===== src/pafk_pkg.sv =====
package pafk_pkg;

   localparam int MAX_LINKS    = 3;
   localparam int TRIG_STAGES  = 16;
   localparam int LINKS        = 3;
   localparam int ATAN_ENTRIES = 24;
   localparam int STAGES       = (TRIG_STAGES < ATAN_ENTRIES) ? TRIG_STAGES : ATAN_ENTRIES;
   localparam int LANE_LAT     = STAGES + 2;
   localparam int MERGE_LAT    = 2;
   localparam int TOTAL_LAT    = LANE_LAT + MERGE_LAT;
   localparam int DW           = 36;
   localparam int SW           = DW + 2;
   localparam int PW           = 19;
   localparam logic [29:0] GAIN_Q30 = 30'd652032874;

   localparam logic [1:0] REG_LINK_COUNT = 2'd0;
   localparam logic [1:0] REG_LENGTH_0   = 2'd1;
   localparam logic [1:0] REG_LENGTH_1   = 2'd2;
   localparam logic [1:0] REG_LENGTH_2   = 2'd3;

   typedef logic signed [DW-1:0] coord_type;

   typedef struct packed {
      logic [1:0] sel;
      logic       bad;
   } side_type;

   function automatic logic [31:0] atan_lookup(input logic [4:0] i);
      logic [31:0] r;
      unique case (i)
         5'd0:  r = 32'h20000000;
         5'd1:  r = 32'h12E4051E;
         5'd2:  r = 32'h09FB385B;
         5'd3:  r = 32'h051111D4;
         5'd4:  r = 32'h028B0D43;
         5'd5:  r = 32'h0145D7E1;
         5'd6:  r = 32'h00A2F61E;
         5'd7:  r = 32'h00517C55;
         5'd8:  r = 32'h0028BE53;
         5'd9:  r = 32'h00145F2F;
         5'd10: r = 32'h000A2F98;
         5'd11: r = 32'h000517CC;
         5'd12: r = 32'h00028BE6;
         5'd13: r = 32'h000145F3;
         5'd14: r = 32'h0000A2FA;
         5'd15: r = 32'h0000517D;
         5'd16: r = 32'h000028BE;
         5'd17: r = 32'h0000145F;
         5'd18: r = 32'h00000A30;
         5'd19: r = 32'h00000518;
         5'd20: r = 32'h0000028C;
         5'd21: r = 32'h00000146;
         5'd22: r = 32'h000000A3;
         5'd23: r = 32'h00000051;
         default: r = 32'h0;
      endcase
      return r;
   endfunction

endpackage


===== src/pafk_merge.sv =====
module pafk_merge (
   input  logic                 clock,
   input  logic                 en,
   input  pafk_pkg::coord_type  lane_x [pafk_pkg::LINKS],
   input  pafk_pkg::coord_type  lane_y [pafk_pkg::LINKS],
   input  pafk_pkg::side_type   side,
   output logic signed [18:0]   pos_x,
   output logic signed [18:0]   pos_y,
   output logic                 bad_index
);
   import pafk_pkg::*;

   localparam logic signed [SW-1:0] POS_MAX = SW'(262143);
   localparam logic signed [SW-1:0] POS_MIN = -SW'(262144);
   localparam logic signed [SW-1:0] HALF    = SW'(32768);

   logic signed [SW-1:0] sum_x_in, sum_y_in, sum_x_ff, sum_y_ff;
   logic signed [SW-1:0] rx, ry;
   logic                 bad_ff;
   logic signed [PW-1:0] px, py;

   // only links below the selected joint contribute
   always_comb begin
      sum_x_in = '0;
      sum_y_in = '0;
      for (int k = 0; k < LINKS; k++) begin
         if (k < int'(side.sel)) begin
            sum_x_in = sum_x_in + SW'(lane_x[k]);
            sum_y_in = sum_y_in + SW'(lane_y[k]);
         end
      end
   end

   always_ff @(posedge clock) begin
      if (en) begin
         sum_x_ff <= sum_x_in;
         sum_y_ff <= sum_y_in;
         bad_ff   <= side.bad;
      end
   end

   assign rx = (sum_x_ff + HALF) >>> 16;
   assign ry = (sum_y_ff + HALF) >>> 16;

   always_comb begin
      if (rx > POS_MAX)      px = POS_MAX[PW-1:0];
      else if (rx < POS_MIN) px = POS_MIN[PW-1:0];
      else                   px = rx[PW-1:0];
      if (ry > POS_MAX)      py = POS_MAX[PW-1:0];
      else if (ry < POS_MIN) py = POS_MIN[PW-1:0];
      else                   py = ry[PW-1:0];
   end

   always_ff @(posedge clock) begin
      if (en) begin
         pos_x     <= bad_ff ? '0 : px;
         pos_y     <= bad_ff ? '0 : py;
         bad_index <= bad_ff;
      end
   end

endmodule


===== config.mk =====
export PLATFORM = sky130hd
export DESIGN_NAME = pafk_merge
export DESIGN_NICKNAME = d
export VERILOG_FILES = /design/src/pafk_pkg.sv /design/src/pafk_merge.sv
export SDC_FILE = /design/constraint.sdc
export NUM_CORES = 1
export LEC_CHECK = 0
export BUFFER_PORTS_ARGS = -buffer_cell sky130_fd_sc_hd__buf_4
export CORE_MARGIN = 8
export CORE_UTILIZATION = 40
export CTS_CLUSTER_DIAMETER = 120
export DETAILED_ROUTE_END_ITERATION = 7
export SYNTH_ARGS = -nofsm -noshare
export SYNTH_HDL_FRONTEND = slang
export SYNTH_SLANG_ARGS = --single-unit

===== constraint.sdc =====
create_clock -name clock -period 11.33 [get_ports clock]
set_input_delay 2.266 -clock clock [delete_from_list [all_inputs] [get_ports clock]]
set_output_delay 2.266 -clock clock [all_outputs]
set_load 0.03 [all_outputs]

==> summary.txt <==
Run status
  • Run status: complete, no violations

Logic synthesis
  • Part of the Yosys area used for sequential elements: 0.178
  • Unique masters post-synth: 94
  • Number of flops mapped to enable cells by yosys: 86
  • Largest family of logic cells by synthesized area: compound AO/OA/AOI/OAI gates
  • Mux share of post-synthesis cell area: 0.0146
  • Per-instance average area after synthesis: between 7 and 8 µm²
  • Count of warnings emitted by yosys: 0
  • Post-synth design cell area: 14500 µm²
  • Adder and majority gate portion of the synthesized area: 0.121
  • FFs w/ async S/R, synth: 0
  • Post-synthesis register bit count: 86
  • Net count after synthesis: 2242
  • Mapped Cells: 1891
  • Post-synthesis xor/xnor area fraction: 0.107
  • Simple-gate share of the synthesized area: 0.219
  • Fraction of the mapped netlist area in compound gates: 0.299
  • Top_reg_cell synth: sky130_fd_sc_hd__edfxtp_1

Layout
  • Synthesis-to-finish area growth: 15.1%
  • Commonest cells after routing, fill and taps aside: sky130_fd_sc_hd__buf_4, sky130_fd_sc_hd__nand2_1, sky130_fd_sc_hd__o21ai_0, sky130_fd_sc_hd__a21oi_1, sky130_fd_sc_hd__ha_1
  • Core Util, Final: 0.469
  • Non-filler cells in the finished layout: 2514
  • Commonest non-fill, non-tap cell in the layout: sky130_fd_sc_hd__buf_4
  • Fraction of layout instances using a drive strength above 1: 0.157
  • Number of fill cells: 3584
  • Number of diodes added for antenna fixing: 0
  • Final instance area: 16700 µm²
  • Nets: 2399

Clock tree
  • Clock Path Buffers: 2
  • CTS tree: built
  • Clock root buffer: sky130_fd_sc_hd__clkbuf_16
  • TritonCTS sink count: 86
  • TritonCTS buffer count: 9
  • Hold-fix buffers at CTS: 0
  • H-tree lvl count: 3
  • Post CTS Setup Buffer Count: 0
  • Clock network latency to the later pin of the worst-skew pair: 0.33 ns
  • Post-CTS Resized: 0
  • Clock Pin Slew Worst Setup and Hold Paths: 0.06 ns

STA
  • Setup slack after layout: 2.45 ns
  • Hold_ws: just over 0.6 ns
  • Number of hold-slack violations in the final timing report: 0
  • Fmax: 0.113 GHz
  • Unrepaired setup endpoints after global routing: false
  • Final cycle utilization of the critical path: 0.784
  • Worst-margin pin slew: about 1.0 ns
  • Clock period minus worst slack: 8.88 ns
  • Slew Limit Fails: 0
  • Max Clock Skew: 0.00694 ns
  • Number of failing setup endpoints in the final timing report: 0
  • Setup total negative slack: 0 ns
  • Max_slew headroom: 0.306

Floorplanning
  • Number of I/O pins: 260
  • Area of the core: 35700 µm²
  • Die boundary height: 207 µm
  • Number of rows created at floorplan: 69
  • Die width: about 210 µm
  • Area of the die: 42700 µm²
  • Initial standard-cell utilization of the core: 0.407

Worst hold path
  • Start point of the worst min-delay path: bad_ff
  • Hold Crit Depth: 0
  • Endpoint of the worst hold-timing path: bad_index
  • Hold Crit Class: reg2reg

Placed design
  • Total half-perimeter wirelength after legalization and detailed placement: 41.5 mm
  • RD Place Congestion: 0.942
  • Count of placed standard cells including taps: ~2500
  • Buffers added on ports: 259
  • Place WS: ~2.3 ns
  • Area of placed instances: approximately 16000 µm²

Global routing
  • First-pass GRT wire length: roughly 77 mm
  • GR Overflow Total: 0
  • All-Layer GR Usage: 0.227
  • Vias in the first global route: 14068
  • Number of antenna violations at the first check in global routing: 2
  • Largest net degree at the start of global routing: between 80 and 90

Worst setup path
  • Classification of the worst setup path: in2reg
  • Data arrival, critical path: 8.95 ns
  • Reg-to-reg critical path startpoint: sum_x_ff[16]
  • Slack of the worst reg-to-reg path: about 8.4 ns
  • Length in cells of the worst reg-to-reg path: 10
  • CP required: 11.40 ns
  • CP Launch Type: primary input
  • Worst setup EP type: register
  • Capture point of the worst reg-to-reg path: pos_x[5]
  • CP Max Fanout: 36

Routing
  • Detailed-router iteration count before antenna repair: 6
  • Final routed wirelength across all metal layers: 50.8 mm
  • Post-DRT Antenna Nets: 0
  • Vias/cell: 5.95
  • WL/cell: ~20 µm
  • Number of violations reported at the end of detailed-routing iteration 0: between 1000 and 1500
  • Count of unresolved DRC violations after routing: 0
  • Via total after detailed routing: 14964

Pwr
  • Total power divided by cell area: 107 nW/µm²
  • Static power due to leakage: 7.23 nW
  • Total power: between 1.5 and 2 mW
  • Maximum resistive drop on vdd: 0.0000866 V

Flow run
  • Max-cap viol count: 0
-- logic make-up after synthesis --
group / after synthesis
AOI/OAI and AO/OA: 657
and+or+nand+nor: 639
xor gates and xnor gates: 177
buffers and inverters: 171
adders and majority gates: 141
DFF: 86
muxes: 20
-- flip-flops by register name (all words and copies together), names as in the netlist --
register,flops
sum_x_ff,23
sum_y_ff,23
pos_x,19
pos_y,19
bad_ff,1
bad_index,1
-- synthesized netlist by cell type, drive strengths merged (12+ instances only) --
master / instances / area, µm²
a221o: 12 / 120
a31oi: 35 / 234
a211oi: 12 / 90.1
and3: 29 / 181
edfxtp: 86 / 2580
a32oi: 14 / 123
o21ai: 172 / 861
ha: 128 / 1600
o31ai: 18 / 135
xnor2: 112 / 981
a21oi: 132 / 661
xor2: 65 / 569
nor2b: 18 / 113
or3: 14 / 88.8
nand2: 197 / 739
a21o: 81 / 608
o22ai: 20 / 131
nand2b: 34 / 213
nand4: 24 / 150
inv: 48 / 180
o211ai: 24 / 180
buf: 22 / 154
nand3: 65 / 325
clkbuf: 95 / 467
o21a: 15 / 113
and2: 59 / 370
nor2: 119 / 449
a22o: 12 / 105
nor3: 29 / 145
-- worst max-delay path by stage --
stage	start	slack, ns	to	depth (start not counted)
detailed placement	side[2]	2.26	sum_x_ff[37]	25
CTS	side[2]	2.58	sum_x_ff[37]	25
finish	side[2]	2.45	sum_x_ff[37]	25
global placement	side[2]	2.46	sum_y_ff[34]	23
floorplan	side[2]	2.70	sum_y_ff[34]	29
global route	side[2]	2.03	sum_x_ff[37]	25
-- cell type report --
class                   count  area, µm²  area share
flip-flops and latches     86       2580       0.154
multi-input cells        1634      11000       0.661
well taps                 461        577      0.0345
inverters                  49        184      0.0110
clock buffers              11        233      0.0139
clock inverters             5       83.8     0.00501
repair buffers            268       2010       0.120
-- layer usage --
metal / routed length [µm] / share of wire / vias to the layer above / global-route usage
li1: - / - / 7369 / -
met1: 23700 / 0.47 / 7001 / 0.314
met2: 22700 / 0.45 / 526 / 0.366
met3: 3380 / 0.066 / 64 / 0.0331
met4: 1050 / 0.021 / 4 / 0.0578
met5: 23 / 0.00045 / - / 0
-- power breakdown --
| part | total, mW | switching, mW | internal (mW) |
|---|---|---|---|
| clock | 0.306 | 0.113 | 0.193 |
| sequential | 0.447 | 0.0310 | 0.416 |
| combinational | 1.03 | 0.604 | 0.427 |
-- worst max-delay path: stages --
cell	delay, ns
sky130_fd_sc_hd__buf_4	0.24
sky130_fd_sc_hd__or2_2	0.48
sky130_fd_sc_hd__and2_1	0.25
sky130_fd_sc_hd__ha_1	0.27
sky130_fd_sc_hd__a21oi_1	0.18
sky130_fd_sc_hd__nor2_1	0.05
sky130_fd_sc_hd__o21ai_0	0.32
sky130_fd_sc_hd__o21ai_0	0.26
sky130_fd_sc_hd__a21oi_1	0.27
sky130_fd_sc_hd__o31ai_1	0.20
sky130_fd_sc_hd__and4_1	0.24
sky130_fd_sc_hd__a2111oi_0	0.65
sky130_fd_sc_hd__xor2_1	0.25
sky130_fd_sc_hd__o21ai_0	0.16
sky130_fd_sc_hd__ha_1	0.37
sky130_fd_sc_hd__nand4_1	0.15
sky130_fd_sc_hd__nor3_1	0.21
sky130_fd_sc_hd__o2bb2ai_1	0.18
sky130_fd_sc_hd__nand4_1	0.13
sky130_fd_sc_hd__o221ai_1	0.48
sky130_fd_sc_hd__a41oi_1	0.28
sky130_fd_sc_hd__a311oi_1	0.50
sky130_fd_sc_hd__a2111oi_0	0.22
sky130_fd_sc_hd__nor2_1	0.21
sky130_fd_sc_hd__xor2_1	0.09
Power figures use the tool's default switching activity.
